File: config.mk
export PLATFORM = sky130hd
export DESIGN_NAME = rc_channel_frame_parser_flat
export DESIGN_NICKNAME = d
export VERILOG_FILES = /design/src/rtl/core/rcfp_pkg.sv /design/src/rtl/core/rcfp_if.sv /design/src/rtl/core/rcfp_front.sv /design/src/rtl/core/rcfp_op_fifo.sv /design/src/rtl/core/rcfp_back.sv /design/src/rtl/core/rc_channel_frame_parser.sv /design/src/flat_wrapper.sv
export SDC_FILE = /design/constraint.sdc
export NUM_CORES = 1
export LEC_CHECK = 0
export BUFFER_PORTS_ARGS = -buffer_cell sky130_fd_sc_hd__buf_2
export CAP_MARGIN = 20
export CORE_ASPECT_RATIO = 2
export CORE_MARGIN = 2
export CORE_UTILIZATION = 60
export CTS_BUF_LIST = sky130_fd_sc_hd__clkbuf_8
export CTS_CLUSTER_SIZE = 20
export DETAILED_ROUTE_END_ITERATION = 8
export MAX_ROUTING_LAYER = met4
export PLACE_DENSITY_LB_ADDON = 0.15
export SYNTH_ARGS = -nofsm -noshare
export SYNTH_HDL_FRONTEND = slang
export SYNTH_SLANG_ARGS = --single-unit
export TNS_END_PERCENT = 1
File: constraint.sdc
create_clock -name clock -period 10.4 [get_ports clock]
set_input_delay 1.56 -clock clock [delete_from_list [all_inputs] [get_ports clock]]
set_output_delay 1.56 -clock clock [all_outputs]
set_load 0.02 [all_outputs]
File: src/rtl/core/rcfp_pkg.sv
// Shared types, constants and helpers of the remote-control frame parser.
package rcfp_pkg;

   // Item kinds carried in the req_type field.
   localparam logic REQ_BYTE = 1'b0;
   localparam logic REQ_ACK  = 1'b1;

   // Frame layout.
   localparam int unsigned FRAME_LEN    = 21;
   localparam int unsigned HDR_LEN      = 5;
   localparam int unsigned PAYLOAD_LEN  = 16;
   localparam int unsigned NUM_CHANNELS = 8;
   localparam int unsigned POS_W        = 5;
   localparam int unsigned IDX_W        = 4;

   localparam logic [POS_W-1:0] POS_HDR_END  = POS_W'(HDR_LEN);
   localparam logic [POS_W-1:0] POS_LAST     = POS_W'(FRAME_LEN - 1);
   localparam logic [7:0]       START_RESET  = 8'h24;

   // Fixed header bytes that follow the start byte.
   localparam logic [7:0] HDR_B1 = 8'h4d;
   localparam logic [7:0] HDR_B2 = 8'h3c;
   localparam logic [7:0] HDR_B3 = 8'h10;
   localparam logic [7:0] HDR_B4 = 8'hc8;

   // Operation handed from the classifier to the payload stage.
   typedef struct packed {
      logic             payload_wr;
      logic             last;
      logic [IDX_W-1:0] index;
      logic [7:0]       data;
      logic             ready;
   } op_type;

   // Expected fixed header byte for header slot 0 to 3.
   function automatic logic [7:0] hdr_byte(input logic [1:0] slot);
      logic [7:0] value;
      unique case (slot)
         2'd0:    value = HDR_B1;
         2'd1:    value = HDR_B2;
         2'd2:    value = HDR_B3;
         default: value = HDR_B4;
      endcase
      return value;
   endfunction

endpackage

File: src/rtl/core/rcfp_if.sv
// Channel interfaces of the remote-control frame parser.
interface rcfp_req_if;
   logic       valid;
   logic       ready;
   logic       req_type;
   logic [7:0] byte_value;

   modport source (output valid, output req_type, output byte_value, input ready);
   modport sink   (input valid, input req_type, input byte_value, output ready);
endinterface

interface rcfp_rsp_if;
   logic        valid;
   logic        ready;
   logic        frame_ready;
   logic        frame_done;
   logic [15:0] roll;
   logic [15:0] pitch;
   logic [15:0] yaw;
   logic [15:0] throttle;
   logic [15:0] aux_one;
   logic [15:0] aux_two;
   logic [15:0] aux_three;
   logic [15:0] aux_four;

   modport source (output valid, output frame_ready, output frame_done, output roll,
                   output pitch, output yaw, output throttle, output aux_one,
                   output aux_two, output aux_three, output aux_four, input ready);
   modport sink   (input valid, input frame_ready, input frame_done, input roll,
                   input pitch, input yaw, input throttle, input aux_one,
                   input aux_two, input aux_three, input aux_four, output ready);
endinterface

interface rcfp_csr_if;
   logic       valid;
   logic       ready;
   logic [7:0] start_byte;

   modport source (output valid, output start_byte, input ready);
   modport sink   (input valid, input start_byte, output ready);
endinterface

File: src/rtl/core/rcfp_front.sv
// Classifier: tracks the frame position and ready flag and emits one operation per beat.
module rcfp_front (
   input  logic                 clock,
   input  logic                 reset,
   rcfp_req_if.sink             req_chan,
   rcfp_csr_if.sink             csr_chan,
   input  logic                 op_full,
   output logic                 op_push,
   output rcfp_pkg::op_type     op_data
);

   logic [rcfp_pkg::POS_W-1:0] pos_ff;
   logic [rcfp_pkg::POS_W-1:0] pos_in;
   logic                       flag_ff;
   logic                       flag_in;
   logic [7:0]                 start_ff;
   logic [1:0]                 hdr_off;
   logic [rcfp_pkg::IDX_W-1:0] pay_off;

   assign req_chan.ready = !op_full;
   assign csr_chan.ready = 1'b1;
   assign op_push        = req_chan.valid && req_chan.ready;

   assign hdr_off = 2'(pos_ff - rcfp_pkg::POS_W'(1));
   assign pay_off = rcfp_pkg::IDX_W'(pos_ff - rcfp_pkg::POS_HDR_END);

   // Classify the incoming beat against the current frame position.
   always_comb begin
      pos_in             = pos_ff;
      flag_in            = flag_ff;
      op_data.payload_wr = 1'b0;
      op_data.last       = 1'b0;
      op_data.index      = pay_off;
      op_data.data       = req_chan.byte_value;
      if (req_chan.req_type == rcfp_pkg::REQ_ACK) begin
         flag_in = 1'b0;
      end else if (pos_ff == '0) begin
         if (!flag_ff && req_chan.byte_value == start_ff) begin
            pos_in = rcfp_pkg::POS_W'(1);
         end
      end else if (pos_ff < rcfp_pkg::POS_HDR_END) begin
         if (req_chan.byte_value == rcfp_pkg::hdr_byte(hdr_off)) begin
            pos_in = pos_ff + rcfp_pkg::POS_W'(1);
         end else begin
            pos_in = '0;
         end
      end else begin
         op_data.payload_wr = 1'b1;
         if (pos_ff >= rcfp_pkg::POS_LAST) begin
            op_data.last = 1'b1;
            pos_in       = '0;
            flag_in      = 1'b1;
         end else begin
            pos_in = pos_ff + rcfp_pkg::POS_W'(1);
         end
      end
      op_data.ready = flag_in;
   end

   // Position, flag and start byte registers.
   always_ff @(posedge clock) begin
      if (reset) begin
         pos_ff   <= '0;
         flag_ff  <= 1'b0;
         start_ff <= rcfp_pkg::START_RESET;
      end else begin
         if (op_push) begin
            pos_ff  <= pos_in;
            flag_ff <= flag_in;
         end
         if (csr_chan.valid && csr_chan.ready) begin
            start_ff <= csr_chan.start_byte;
         end
      end
   end

endmodule

File: src/rtl/core/rcfp_op_fifo.sv
// Two-entry queue of operations between the classifier and the payload stage.
module rcfp_op_fifo (
   input  logic             clock,
   input  logic             reset,
   input  logic             push,
   input  rcfp_pkg::op_type push_data,
   output logic             full,
   input  logic             pop,
   output logic             not_empty,
   output rcfp_pkg::op_type pop_data
);

   rcfp_pkg::op_type entry_ff [2];
   logic             wr_ptr_ff;
   logic             rd_ptr_ff;
   logic [1:0]       count_ff;

   assign full      = (count_ff == 2'd2);
   assign not_empty = (count_ff != 2'd0);
   assign pop_data  = entry_ff[rd_ptr_ff];

   // Pointer and occupancy bookkeeping.
   always_ff @(posedge clock) begin
      if (reset) begin
         wr_ptr_ff <= 1'b0;
         rd_ptr_ff <= 1'b0;
         count_ff  <= 2'd0;
      end else begin
         if (push) begin
            wr_ptr_ff <= !wr_ptr_ff;
         end
         if (pop) begin
            rd_ptr_ff <= !rd_ptr_ff;
         end
         if (push && !pop) begin
            count_ff <= count_ff + 2'd1;
         end else if (pop && !push) begin
            count_ff <= count_ff - 2'd1;
         end
      end
   end

   // Entry storage.
   always_ff @(posedge clock) begin
      if (push) begin
         entry_ff[wr_ptr_ff] <= push_data;
      end
   end

endmodule

File: src/rtl/core/rcfp_back.sv
// Payload stage: stores payload bytes, composes channels and drives the result register.
module rcfp_back (
   input  logic             clock,
   input  logic             reset,
   input  logic             op_valid,
   input  rcfp_pkg::op_type op_data,
   output logic             op_pop,
   rcfp_rsp_if.source       rsp_chan
);

   logic [7:0]  pay_ff   [rcfp_pkg::PAYLOAD_LEN];
   logic [7:0]  pay_next [rcfp_pkg::PAYLOAD_LEN];
   logic [15:0] chan_ff  [rcfp_pkg::NUM_CHANNELS];
   logic        rsp_valid_ff;
   logic        rsp_ready_ff;
   logic        rsp_done_ff;

   assign op_pop = op_valid && (!rsp_valid_ff || rsp_chan.ready);

   // Payload view with the current beat's byte merged in.
   always_comb begin
      for (int i = 0; i < rcfp_pkg::PAYLOAD_LEN; i++) begin
         pay_next[i] = pay_ff[i];
      end
      if (op_data.payload_wr) begin
         pay_next[op_data.index] = op_data.data;
      end
   end

   // Payload store, written one byte per beat.
   always_ff @(posedge clock) begin
      if (op_pop && op_data.payload_wr) begin
         pay_ff[op_data.index] <= op_data.data;
      end
   end

   // Channel latches and result register.
   always_ff @(posedge clock) begin
      if (reset) begin
         rsp_valid_ff <= 1'b0;
         rsp_ready_ff <= 1'b0;
         rsp_done_ff  <= 1'b0;
         for (int k = 0; k < rcfp_pkg::NUM_CHANNELS; k++) begin
            chan_ff[k] <= '0;
         end
      end else begin
         if (op_pop) begin
            rsp_valid_ff <= 1'b1;
            rsp_ready_ff <= op_data.ready;
            rsp_done_ff  <= op_data.last;
            if (op_data.last) begin
               for (int k = 0; k < rcfp_pkg::NUM_CHANNELS; k++) begin
                  chan_ff[k] <= {pay_next[2*k+1], pay_next[2*k]};
               end
            end
         end else if (rsp_chan.ready) begin
            rsp_valid_ff <= 1'b0;
         end
      end
   end

   assign rsp_chan.valid       = rsp_valid_ff;
   assign rsp_chan.frame_ready = rsp_ready_ff;
   assign rsp_chan.frame_done  = rsp_done_ff;
   assign rsp_chan.roll        = chan_ff[0];
   assign rsp_chan.pitch       = chan_ff[1];
   assign rsp_chan.yaw         = chan_ff[2];
   assign rsp_chan.throttle    = chan_ff[3];
   assign rsp_chan.aux_one     = chan_ff[4];
   assign rsp_chan.aux_two     = chan_ff[5];
   assign rsp_chan.aux_three   = chan_ff[6];
   assign rsp_chan.aux_four    = chan_ff[7];

endmodule

File: src/rtl/core/rc_channel_frame_parser.sv
// Top level of the remote-control frame parser.
//
// The req channel carries one beat per received serial byte (req_type 0) or per
// acknowledge (req_type 1). The block hunts for a 21-byte frame: the start byte
// from the csr channel, four fixed header bytes and 16 payload bytes that form
// eight little-endian 16-bit channels. Every req beat yields exactly one rsp beat
// with the ready flag, a frame-done pulse and the channels of the last frame.
// The csr channel is always ready and writes the start byte.
// A classifier front end feeds a two-entry operation queue; the payload stage
// behind it writes the byte store and loads the result register. One beat is
// accepted per cycle while the queue is not full. An accepted req beat is
// written into the queue and then loads the result register, which presents it.
// When the rsp side stalls, the queue fills and req ready drops after two more
// beats; nothing is lost. Reset clears the position, the flag and the channels,
// and restores the start byte to 0x24; the block is ready in the next cycle.
module rc_channel_frame_parser (
   input  logic        clock,
   input  logic        reset,
   rcfp_req_if.sink    req_chan,
   rcfp_rsp_if.source  rsp_chan,
   rcfp_csr_if.sink    csr_chan
);

   logic             op_push;
   logic             op_full;
   logic             op_pop;
   logic             op_not_empty;
   rcfp_pkg::op_type op_in;
   rcfp_pkg::op_type op_out;

   rcfp_front u_front (
      .clock    (clock),
      .reset    (reset),
      .req_chan (req_chan),
      .csr_chan (csr_chan),
      .op_full  (op_full),
      .op_push  (op_push),
      .op_data  (op_in)
   );

   rcfp_op_fifo u_op_fifo (
      .clock     (clock),
      .reset     (reset),
      .push      (op_push),
      .push_data (op_in),
      .full      (op_full),
      .pop       (op_pop),
      .not_empty (op_not_empty),
      .pop_data  (op_out)
   );

   rcfp_back u_back (
      .clock    (clock),
      .reset    (reset),
      .op_valid (op_not_empty),
      .op_data  (op_out),
      .op_pop   (op_pop),
      .rsp_chan (rsp_chan)
   );

endmodule
File: src/flat_wrapper.sv
// flat-port wrapper written by rule: the top's interface ports become plain ports
module rc_channel_frame_parser_flat 
  (clock, reset, req_chan_valid, req_chan_req_type, req_chan_byte_value, req_chan_ready, rsp_chan_valid, rsp_chan_frame_ready, rsp_chan_frame_done, rsp_chan_roll, rsp_chan_pitch, rsp_chan_yaw, rsp_chan_throttle, rsp_chan_aux_one, rsp_chan_aux_two, rsp_chan_aux_three, rsp_chan_aux_four, rsp_chan_ready, csr_chan_valid, csr_chan_start_byte, csr_chan_ready);
  rcfp_req_if req_chan_i ();
  rcfp_rsp_if rsp_chan_i ();
  rcfp_csr_if csr_chan_i ();
  input  logic clock;
  input  logic reset;
  input wire logic [$bits(req_chan_i.valid)-1:0] req_chan_valid;
  input wire logic [$bits(req_chan_i.req_type)-1:0] req_chan_req_type;
  input wire logic [$bits(req_chan_i.byte_value)-1:0] req_chan_byte_value;
  output wire logic [$bits(req_chan_i.ready)-1:0] req_chan_ready;
  output wire logic [$bits(rsp_chan_i.valid)-1:0] rsp_chan_valid;
  output wire logic [$bits(rsp_chan_i.frame_ready)-1:0] rsp_chan_frame_ready;
  output wire logic [$bits(rsp_chan_i.frame_done)-1:0] rsp_chan_frame_done;
  output wire logic [$bits(rsp_chan_i.roll)-1:0] rsp_chan_roll;
  output wire logic [$bits(rsp_chan_i.pitch)-1:0] rsp_chan_pitch;
  output wire logic [$bits(rsp_chan_i.yaw)-1:0] rsp_chan_yaw;
  output wire logic [$bits(rsp_chan_i.throttle)-1:0] rsp_chan_throttle;
  output wire logic [$bits(rsp_chan_i.aux_one)-1:0] rsp_chan_aux_one;
  output wire logic [$bits(rsp_chan_i.aux_two)-1:0] rsp_chan_aux_two;
  output wire logic [$bits(rsp_chan_i.aux_three)-1:0] rsp_chan_aux_three;
  output wire logic [$bits(rsp_chan_i.aux_four)-1:0] rsp_chan_aux_four;
  input wire logic [$bits(rsp_chan_i.ready)-1:0] rsp_chan_ready;
  input wire logic [$bits(csr_chan_i.valid)-1:0] csr_chan_valid;
  input wire logic [$bits(csr_chan_i.start_byte)-1:0] csr_chan_start_byte;
  output wire logic [$bits(csr_chan_i.ready)-1:0] csr_chan_ready;
  assign req_chan_i.valid = req_chan_valid;
  assign req_chan_i.req_type = req_chan_req_type;
  assign req_chan_i.byte_value = req_chan_byte_value;
  assign req_chan_ready = req_chan_i.ready;
  assign rsp_chan_valid = rsp_chan_i.valid;
  assign rsp_chan_frame_ready = rsp_chan_i.frame_ready;
  assign rsp_chan_frame_done = rsp_chan_i.frame_done;
  assign rsp_chan_roll = rsp_chan_i.roll;
  assign rsp_chan_pitch = rsp_chan_i.pitch;
  assign rsp_chan_yaw = rsp_chan_i.yaw;
  assign rsp_chan_throttle = rsp_chan_i.throttle;
  assign rsp_chan_aux_one = rsp_chan_i.aux_one;
  assign rsp_chan_aux_two = rsp_chan_i.aux_two;
  assign rsp_chan_aux_three = rsp_chan_i.aux_three;
  assign rsp_chan_aux_four = rsp_chan_i.aux_four;
  assign rsp_chan_i.ready = rsp_chan_ready;
  assign csr_chan_i.valid = csr_chan_valid;
  assign csr_chan_i.start_byte = csr_chan_start_byte;
  assign csr_chan_ready = csr_chan_i.ready;
  rc_channel_frame_parser u_core (.clock(clock), .reset(reset), .req_chan(req_chan_i), .rsp_chan(rsp_chan_i), .csr_chan(csr_chan_i));
endmodule
## Yosys cells after proc, flatten, opt, wreduce, memory -nomap -nowiden

Memories as Yosys holds them, arrays and structs flattened. A register that Yosys moved wholly into a read port is not among the register bits.
Index checks and enable logic that the tools add are counted.
Widths: inputs -> output; s select.

| word-level totals | value |
|---|---|
| memory bits (read-only) | 0 |
| input port bits | 22 |
| logic and storage cells | 103 |
| bits in latches | 0 |
| output and inout bits | 133 |
| register bits | 21 |
| memory bits (writable) | 286 |
| memories | 3 |

| cells by class | value |
|---|---|
| divide/modulo/power cells | 0 |
| reductions and logical operators | 21 |
| $add $sub $neg | 5 |
| eq/ne operators | 6 |
| multiply operators | 0 |
| order comparisons | 4 |
| bitwise gates (word level) | 10 |
| shifts and indexed selects | 0 |
| multiplexer cells | 45 |

Memories:

| name | depth | width | read ports | clocked after memory_dff | wr ports | RTL line | RTL |
|---|---|---|---|---|---|---|---|
| u_core.u_back.chan_ff | 8 | 16 | 8 | 0 | 8 | rcfp_back.sv:13 | `logic [15:0] chan_ff [rcfp_pkg::NUM_CHANNELS];` |
| u_core.u_back.pay_ff | 16 | 8 | 16 | 0 | 1 | rcfp_back.sv:11 | `logic [7:0] pay_ff [rcfp_pkg::PAYLOAD_LEN];` |
| u_core.u_op_fifo.entry_ff | 2 | 15 | 1 | 1 | 1 | rcfp_op_fifo.sv:13 | `rcfp_pkg::op_type entry_ff [2];` |

Operators by type and width:

| operator | count |
|---|---|
| $bwmux 128 | 1 |
| $mux 128 | 1 |
| $mux 16 | 8 |
| $demux 8 s4 | 1 |
| $mux 8 | 4 |
| $mux 5 | 5 |
| $pmux 8 s3 | 1 |
| $mux 1 | 19 |
| $eq 8x8->1 | 2 |
| $ge 5x5->1 const B | 2 |
| $mux 2 | 5 |
| $or 1x1->1 | 8 |
| $logic_and 1x1->1 | 7 |
| $logic_not 1->1 | 7 |
| $reduce_bool 2->1 | 3 |
| $add 5x1->5 const B | 1 |
| $logic_not 5->1 | 1 |
| $lt 5x1->1 const B | 1 |
| $lt 5x3->1 const B | 1 |
| $not 4->5 | 1 |
| $eq 2x2->1 const B | 2 |
| $sub 2x1->2 const B | 2 |
| $sub 4x3->4 const B | 1 |
| $reduce_and 3->1 | 1 |
| 6 further kinds | 6 |

## Logic depth before layout (Yosys ltp)

Gate-level depths: netlist (run 1).

| depth | value |
|---|---|
| depth after elaboration | 10 |
| mapped depth | 8 |
| depth with buffers taken out | 8 |

## By module

Synthesis (run 1) repeated with hierarchy kept, for this count alone.

| unflattened totals | value |
|---|---|
| cells, all modules | 828 |
| area total of the unflattened synthesis | 12982.5 um2 |

By module, submodules not included:

| module | cells an instance | area an instance (um2) | instances |
|---|---|---|---|
| rcfp_back | 646 | 10662.7 | 1 |
| rcfp_op_fifo | 69 | 1292.5 | 1 |
| rcfp_front | 113 | 1027.2 | 1 |

## Worst setup path before layout (run 1)

OpenSTA, ideal clock, no wires.

| timing | value |
|---|---|
| kind | input port to flip-flop |
| start point | in rsp_chan_ready |
| end point | mem u_core.u_back.chan_ff[0][0] (enable) |
| arrival | 7.935 ns |
| stages | 4 |
| setup slack | 1.824 ns |
| data required time | 9.758 ns |
| buffers on the path | 1 |
| cells stage by stage | nand2b_1 -> o21ai_1 -> clkbuf_1 -> o21bai_1 |

RTL lines:

| what | RTL line | RTL |
|---|---|---|
| from (decl) | flat_wrapper.sv:24 | `input wire logic [$bits(rsp_chan_i.ready)-1:0] rsp_chan_ready;` |
| to (decl) | rcfp_back.sv:13 |  |

==> results of run 1 <==
[critical path: stages]
cell,delay [ps]
buf_2,70
nand2b_1,140
o21ai_2,70
buf_4,230
o21bai_4,790
buf_4,610
buf_16,330
[cell families after synthesis]
| family | Yosys count |
|---|---|
| compound gates | 159 |
| xor+xnor | 21 |
| fa+ha+maj | 7 |
| buf+inv | 67 |
| flops | 308 |
| mux | 19 |
| other cells | 1 |
| simple gates | 221 |
[power by group through the flow]
stage / combinational, mW / sequential (mW) / clock (mW)
2_1_floorplan: 0.315 / 1.81 / 0
3_3_place_gp: 0.751 / 1.66 / 0
3_5_place_dp: 0.768 / 1.66 / 0
4_1_cts: 0.770 / 1.64 / 0.871
5_1_grt: 0.813 / 1.65 / 0.915
6_report: 0.773 / 1.63 / 0.862
[cell usage after synthesis (7+ instances only)]
cell      number
mux2i_1       17
xor2_1        16
nor2_1       153
nor2_4         8
inv_1         18
edfxtp_1     286
nor3_1        19
clkbuf_1      25
dfxtp_1       22
nor2_2         8
buf_2         18
a211oi_1     128
ha_1           7
[flip-flops by register name, indices dropped and copies added (netlist names), named ones only]
register and flops:
u_core.u_back.chan_ff 128, u_core.u_back.pay_ff 128, u_core.u_op_fifo.entry_ff 30, u_core.u_front.start_ff 8, u_core.u_front.pos_ff 5, u_core.u_op_fifo.count_ff 2, u_core.u_back.rsp_chan.frame_done 1, u_core.u_back.rsp_chan.frame_ready 1
u_core.u_back.rsp_chan.valid 1, u_core.u_front.flag_ff 1, u_core.u_op_fifo.rd_ptr_ff 1, u_core.u_op_fifo.wr_ptr_ff 1
[final cells by class]
class                      count  area, um2
sequential                   308       9029
fill                        1343       5832
multi-input combinational    428       2836
timing repair buffer         177      962.2
clock buffer                  42      578.1
tap                          262      327.8
clock inverter                27      187.7
inverter                      18      67.56
[path summary, 6_finish.rpt]
kind / from / to / slack (ps) / cells past startpoint
worst max-delay path: rsp_chan_ready / u_core.u_back.chan_ff[0][18] / 6760 / 7
worst min-delay path: u_core.u_back.rsp_chan.frame_done / u_core.u_back.rsp_chan.frame_done / 520 / 2
worst min register to register: u_core.u_back.rsp_chan.frame_done / u_core.u_back.rsp_chan.frame_done / 520 / 2
worst max register to register: register / u_core.u_back.chan_ff[0][18] / 7400 / 5
[cell usage in the layout (no fill, tap or decap), types with 5 or more instances in the layout]
cell type,n
ha_1,7
inv_1,28
nor2_1,153
buf_4,13
clkinv_2,6
nor2_2,8
clkinv_1,8
a211oi_1,128
xnor2_1,5
xor2_1,16
clkbuf_8,42
nor2_4,8
buf_2,156
clkbuf_4,6
nor3_1,19
mux2i_1,9
edfxtp_1,286
nand2_1,5
dfxtp_1,22
mux2i_2,8
[per-stage QoR]
stage | power, mW | worst slack [ps] | area, um2 | utilization
2_1_floorplan | 2.126 | 1824 | 12120 | -
3_3_place_gp | 2.410 | 6144 | 13120 | 0.6621
3_5_place_dp | 2.431 | 6033 | 13140 | 0.6630
4_1_cts | 3.279 | 6584 | 13910 | 0.7016
5_1_grt | 3.376 | 6612 | 13990 | 0.7058
6_report | 3.270 | 6757 | 13990 | 0.7058
[layer usage]
| metal | part of all wire | vias to the layer above |
|---|---|---|
| met4 | 0.058 | 0 |
| met5 | 0 | - |
| met3 | 0.060 | 106 |
| met2 | 0.54 | 332 |
| met1 | 0.34 | 3510 |
| li1 | - | 3407 |
==> flow_metrics.tcl, run 1 <==
set metrics [dict create \
    ios 155 \
    wl_per_cell_um 21.49 \
    grt_max_degree 98 \
    final_nets 1001 \
    min_path_type "register to register" \
    switching_power_mw 1.048 \
    cp.required_ps 10610 \
    synth_fp_nets 832 \
    grt-ovfl-total 0 \
    use_met2 0.4739 \
    ys_top_cells_by_area "edfxtp_1 71%, a211oi_1 7.9%, nor2_1 4.7%, dfxtp_1 3.6%, mux2i_1 1.4%" \
    synth_compound_area_frac 0.1041 \
    critPathCaptureType "register" \
    cts_root_buf "clkbuf_8" \
    synthXorXnorAreaFrac 0.01518 \
    drc 0 \
    worstMarginPinSlew_ps 1072 \
    drtIter0Drc 457 \
    grt_pass1_wl_um 41090 \
    ctsHtreeMaxLevel 2 \
    gp_congestion 0.9060 \
    clkLatencyLatePin_ps 540 \
    antenna_found_initial 0 \
    synth_warnings 0 \
    startpoint_type "primary input" \
    drive_above_1_share 0.2720 \
    fin_tns_setup_ps 0 \
    rsz0062_at_grt "false" \
    dieArea_mm2 0.02142 \
    row_count 73 \
    synthMuxAreaShare 0.01683 \
    p_int_mw 2.222 \
    synthAdderAreaFrac 0.007227 \
    crit_path_max_fanout 55 \
    relSlewSlack 0.2798 \
    grt.met1_usage 0.2728 \
    synthDistinctLibCells 55 \
    holdBufCountCts 0 \
    yosys.area_share.simple 0.08662 \
    ys_seq_area_frac 0.7450 \
    busiest_layer "met2" \
    timing.hold.ws_ps 521.5 \
    synth_top_family_by_area "compound AO/OA/AOI/OAI gates" \
    io_buffers 153 \
    cts.sinks 308 \
    synth_area_mm2 0.01212 \
    cts_buffers 39 \
    grt_use_met3 0.03404 \
    initial_core_util 0.6115 \
    post-route-period-util 0.3503 \
    diodes 0 \
    ant_nets 0 \
    drv_cap 0 \
    ys_seq_elements 308 \
    grtUsageTotal 0.2643 \
    p_sw_frac 0.3204 \
    path_clk_slew_ps 70 \
    power_density_mw_per_mm2 233.8 \
    slew_violations 0 \
    core_area_mm2 0.01982 \
    ys_dominant_reg_cell "edfxtp_1" \
    p_leak_nw 5.002 \
    instances_no_fill 1262 \
    irDropWorstVdd_v 0.0001736 \
    hold_viol_final 0 \
    synth_edf_count 286 \
    combPwrFrac 0.236 \
    placed_cells 1184 \
    skew_ps 16.12 \
    drtPass1Iterations 6 \
    async_flop_share 0 \
    netlist.area_leader.share 0.7087 \
    period_needed_ps 3643 \
    seq_power_share 0.500 \
    synthCells 803 \
    routed_wl_um 27120 \
    via_count 7355 \
    syn_area_per_cell_um2 15.09 \
    crit_arrival_ps 3860 \
    path_class "primary input to register" \
    die_w_um 104.5 \
    cts_tree "done" \
    viasPerCell 5.828 \
    grt_pass1_vias 7456 \
    dp_hpwl_um 17850 \
    setup_viol 0 \
    clock_path_buffers 3 \
    pwr-share-clk 0.264 \
    yosysTopAreaCell "edfxtp_1" \
    fmax_ghz 0.2745 \
    die_h_um 205.0 \
    outcome "complete, no violations" \
    cts_resized 0 \
    cts_setup_buffers 0 \
    syn2layout_area_growth_pct 15.42 \
]
Power figures use the tool's default switching activity.
==> run 2, diff against run 1 <==
CORE_UTILIZATION = 54   (was 60)
clock period = 3.1 ns   (was 10.4 ns; I/O delays follow)
==> run 2 against run 1 <==
- critical path depth did not move
- worst hold slack got worse by 400 ps
- setup slack got worse by 6200 ps
- first-iteration DRC count fell by 0.22%
- non-clock buffer count rose by 8
- highest routed layer unchanged
- via count fell by 0.92%
- global-route usage fell by 2.1 points
- clock power rose to 3.4 times the previous value
- sequential cell count did not move
==> flow_metrics.tcl, run 2 (synthesis results as in run 1) <==
set metrics [dict create \
    min_from "csr_chan_start_byte[2]" \
    gp_congestion 0.7949 \
    die_w_um 109.9 \
    period_needed_ps 2591 \
    drtIter0Drc 456 \
    cts_tree "done" \
    ant_nets 0 \
    whs_endpoint "u_core.u_front.start_ff[2]" \
    cts_root_buf "clkbuf_8" \
    final_nets 1009 \
    cpMaxStageDelayCell "or4_4" \
    initial_core_util 0.5493 \
    cts_resized 0 \
    critical-path-max-stage-delay_ps 530 \
    viasPerCell 5.671 \
    skew_ps 16.91 \
    routed_wl_um 27250 \
    grt-ovfl-total 0 \
    drv_cap 0 \
    diodes 0 \
    power_density_mw_per_mm2 783.8 \
    core_area_mm2 0.02206 \
    worstMarginPinSlew_ps 1071 \
    critPathCaptureType "register" \
    clkLatencyLatePin_ps 550 \
    grt_pass1_wl_um 40640 \
    rsz0062_at_grt "false" \
    hold_viol_final 0 \
    dp_hpwl_um 17770 \
    wl_per_cell_um 21.20 \
    grt_pass1_vias 7250 \
    grtUsageTotal 0.2432 \
    ios 155 \
    via_count 7287 \
    syn2layout_area_growth_pct 16.46 \
    path_cells "inv_1 -> ha_1 -> xor2_1 -> or4_4 -> nor4_4 -> o21ai_2 -> o311ai_2" \
    path_class "register to register" \
    final_area_mm2 0.01411 \
    min_path_type "primary input to register" \
    final_cell_mix "286 x edfxtp_1, 155 x buf_2, 153 x nor2_1" \
    relSlewSlack 0.2806 \
    cp.required_ps 3550 \
    grt_max_degree 41 \
    ctsHtreeMaxLevel 2 \
    drtPass1Iterations 5 \
    r2r_end "u_core.u_front.pos_ff[2]" \
    reg_top3 "u_core.u_back.chan_ff: 128 flops, u_core.u_back.pay_ff: 128 flops, u_core.u_op_fifo.entry_ff: 30 flops" \
    cts_buffers 39 \
    worst-path-buf-inv 1 \
    fin_ws_ps 509.3 \
    irDropWorstVdd_v 0.0004980 \
    p_leak_nw 5.072 \
    outcome "complete, no violations" \
    cts_setup_buffers 0 \
    crit_path_max_fanout 7 \
    antenna_found_initial 0 \
    path_clk_slew_ps 70 \
    post-route-period-util 0.8357 \
    placed_cell_area_mm2 0.01333 \
    ff2ff_path_depth 7 \
    cts.sinks 308 \
    dp_slack_ps 532.4 \
    slew_violations 0 \
    setup_viol 0 \
    layout_commonest_cell "edfxtp_1" \
    r2r_slack_ps 510 \
    row_count 77 \
    holdBufCountCts 0 \
    fmax_ghz 0.3860 \
    crit_arrival_ps 3040 \
    clock_path_buffers 3 \
    die_h_um 215.9 \
    drive_above_1_share 0.2785 \
    critPathTopFamily "simple AND/OR/NAND/NOR gates" \
    r2r-start "u_core.u_front.pos_ff[0]" \
    startpoint_type "register" \
    min_path_cells 2 \
    drc 0 \
    io_buffers 153 \
    dieArea_mm2 0.02373 \
]
-- run 2: cell count changes in the layout (fill, tap and decap cells not counted), sizes merged --
cell / delta
buf: +14
clkbuf: -6
clkinv: -1
inv: +2
-- run 2: cell type report --
cell class                 instances  area (um2)
sequential                       308        9029
fill                            1617        7949
clock inverter                    28       191.4
tap                              276       345.3
timing repair buffer             185        1051
multi-input combinational        428        2851
clock buffer                      42       578.1
inverter                          18       67.56
-- run 2: how the worst max path moves through the flow --
stage | cells past startpoint | end | slack, ps | from
floorplan | 4 | u_core.u_back.chan_ff[0][0] | -70 | rsp_chan_ready
global placement | 7 | u_core.u_front.pos_ff[2] | 590 | u_core.u_front.pos_ff[0]
detailed placement | 7 | u_core.u_front.pos_ff[2] | 530 | u_core.u_front.pos_ff[0]
CTS | 7 | u_core.u_front.pos_ff[2] | 500 | u_core.u_front.pos_ff[0]
global route | 7 | u_core.u_front.pos_ff[2] | 340 | u_core.u_front.pos_ff[0]
finish | 7 | u_core.u_front.pos_ff[2] | 510 | u_core.u_front.pos_ff[0]
-- run 2: metrics by stage --
| stage | std cells | TNS, ps | total power [mW] | utilization | hold WS, ps |
|---|---|---|---|---|---|
| floorplan | 803 | -9287 | 7.117 | - | 471.4 |
| global placement | 1213 | 0 | 8.207 | 0.6044 | 463.8 |
| detailed placement | 1213 | 0 | 8.249 | 0.6044 | 478.5 |
| CTS | 1283 | 0 | 11.13 | 0.6393 | 106.0 |
| global route | 1285 | 0 | 11.47 | 0.6397 | 117.1 |
| finish | 1285 | 0 | 11.06 | 0.6397 | 124.3 |
-- run 2: worst register-to-register path, cell delays in order (launching register included) --
cell	delay, ps
dfxtp_1	460
inv_1	180
ha_1	390
xor2_1	160
or4_4	530
nor4_4	420
o21ai_2	150
o311ai_2	210
-- run 2: power breakdown --
| group | total [mW] | leakage [nW] | switching [mW] | internal (mW) |
|---|---|---|---|---|
| registers | 5.51 | 2.94 | 0.189 | 5.32 |
| logic | 2.63 | 1.69 | 1.96 | 0.669 |
| clock network | 2.92 | 0.443 | 1.42 | 1.50 |
| total | 11.1 | 5.07 | 3.57 | 7.49 |
-- run 2: per-layer routing --
| layer | GRT usage | up-vias | wire length [um] |
|---|---|---|---|
| li1 | - | 3412 | - |
| met1 | 0.2566 | 3522 | 9369 |
| met2 | 0.4282 | 278 | 15090 |
| met3 | 0.03564 | 75 | 1493 |
| met4 | 0.1249 | 0 | 1296 |
| met5 | - | - | 0 |
==> run 3, diff against run 2 <==
clock period = 2.3 ns   (was 3.1 ns; I/O delays follow)
==> run 3 against run 2 <==
- maximum frequency rose by 17%
- design area rose by 2.3%
- largest cell class unchanged
- critical path depth rose by 2
- core utilization rose by 1.5 points
- sequential cell count did not move
- setup slack got worse by 420 ps
- clock skew fell by 3.2 ps
==> flow_metrics.tcl, run 3 (synthesis results as in run 1) <==
set metrics [dict create \
    cts_buffers 40 \
    crit_arrival_ps 2650 \
    ctsHtreeMaxLevel 2 \
    drive_above_1_share 0.3072 \
    die_h_um 215.9 \
    dieArea_mm2 0.02373 \
    grt_pass1_wl_um 40500 \
    reg_top3 "u_core.u_back.chan_ff: 128 flops, u_core.u_back.pay_ff: 128 flops, u_core.u_op_fifo.entry_ff: 30 flops" \
    io_buffers 153 \
    wl_per_cell_um 20.64 \
    power_mw 14.92 \
    r2r-start "u_core.u_front.pos_ff[0]" \
    viasPerCell 5.624 \
    cts_root_buf "clkbuf_8" \
    outcome "complete, no violations" \
    antenna_found_initial 0 \
    min_from "csr_chan_start_byte[2]" \
    die_w_um 109.9 \
    p_leak_nw 5.265 \
    diodes 0 \
    irDropWorstVdd_v 0.0006196 \
    critPathCaptureType "register" \
    path_class "register to register" \
    grtUsageTotal 0.2402 \
    gp_congestion 0.7762 \
    period_needed_ps 2206 \
    clock_path_buffers 3 \
    rsz0062_at_grt "false" \
    relSlewSlack 0.2738 \
    cp.required_ps 2740 \
    crit_path_max_fanout 6 \
    timing.hold.ws_ps 32.63 \
    cpMostUsedCell "buf_4" \
    crit_start "u_core.u_front.pos_ff[0]" \
    routed_wl_um 27260 \
    cpMaxStageDelayCell "or4_4" \
    via_count 7429 \
    drv_cap 0 \
    row_count 77 \
    final_cell_mix "286 x edfxtp_1, 154 x buf_2, 153 x nor2_1" \
    dp_hpwl_um 18230 \
    syn2layout_area_growth_pct 19.13 \
    ios 155 \
    path_clk_slew_ps 60 \
    grt-ovfl-total 0 \
    setup_viol 0 \
    worstMarginPinSlew_ps 1081 \
    grt_max_degree 98 \
    core_area_mm2 0.02206 \
    startpoint_type "register" \
    initial_core_util 0.5493 \
    final_nets 1048 \
    path_cells "inv_1 -> buf_4 -> ha_1 -> xor2_1 -> or4_4 -> nor4_4 -> buf_4 -> o21ai_2 -> o311ai_2" \
    fmax_ghz 0.4533 \
    critical-path-max-stage-delay_ps 430 \
    slew_violations 0 \
    post-route-period-util 0.9591 \
    min_path_type "primary input to register" \
    hold_viol_final 0 \
    ant_nets 0 \
    power_density_mw_per_mm2 1034 \
    drc 0 \
    worst-path-buf-inv 3 \
    grt_pass1_vias 7303 \
    skew_ps 13.71 \
    clkLatencyLatePin_ps 540 \
    drtPass1Iterations 5 \
    drtIter0Drc 358 \
    cts_tree "done" \
    critPathTopFamily "simple AND/OR/NAND/NOR gates" \
    layout_commonest_cell "edfxtp_1" \
    cts.sinks 308 \
]
==> run 3: cell types whose count changed in the layout (fill, tap and decap cells not counted), sizes merged <==
cell	change
buf	+34
bufinv	-2
clkbuf	+7
clkinv	-5
dlygate4sd3	+1
inv	+1
==> run 3: per-stage QoR <==
step                      TNS (ps)  instances    util  setup WS, ps  instance area (um2)
final                            0       1321  0.6544         94.02                14440
after global routing             0       1321  0.6544         2.780                14440
after CTS                        0       1317  0.6524         32.02                14390
after detailed placement         0       1248  0.6179         14.95                13630
after global placement           0       1247  0.6177         77.30                13630
after floorplan             -96100        803       -        -750.4                12160
==> run 3: metal layers <==
metal / part of all wire / up-vias / GRT usage
li1: - / 3495 / -
met1: 0.35 / 3604 / 0.2578
met2: 0.57 / 259 / 0.4319
met3: 0.050 / 71 / 0.03322
met4: 0.035 / 0 / 0.09873
met5: 0 / - / -
==> run 3: cell type report <==
type                            instances  area (um2)
Multi-Input combinational cell        428        2869
Clock inverter                         22       112.6
Sequential cell                       308        9031
Fill cell                            1624        7625
Timing Repair Buffer                  223        1379
Clock buffer                           46       633.1
Tap cell                              276       345.3
Inverter                               18       67.56
==> run 3: worst register-to-register path, delay by kind of cell (launching register included) <==
family	cells	cell delay, ps
AO/OA/AOI/OAI	2	310
buffers and inverters	3	420
XOR/XNOR	1	140
AND/OR/NAND/NOR	2	700
adder cells (fa/ha/maj)	1	210
flip-flops	1	330
==> run 3: final timing paths <==
check | endpoint | slack (ps) | depth (start not counted)
max | u_core.u_front.pos_ff[2] | 90 | 9
min | u_core.u_front.start_ff[2] | 30 | 2
max reg2reg | u_core.u_front.pos_ff[2] | 90 | 9
min reg2reg | u_core.u_back.rsp_chan.frame_done | 490 | 2
==> run 3: power breakdown <==
group	leakage [nW]	internal [mW]	total, mW	switching [mW]
clock network	0.434	1.93	3.80	1.87
registers	2.94	7.17	7.39	0.217
logic	1.90	1.08	3.74	2.66
total	5.26	10.2	14.9	4.75
==> run 3: repair_timing <==
| item | CTS | global route |
|---|---|---|
| setup buffers | 0 | 1 |
| hold buffers | 1 | 0 |
| cloned | 0 | 0 |
| setup endpoints to repair | 3 | 5 |
| gates resized for setup | 1 | 2 |
| pin swaps | 0 | 1 |
| endpoints found under the hold margin | 1 | 0 |
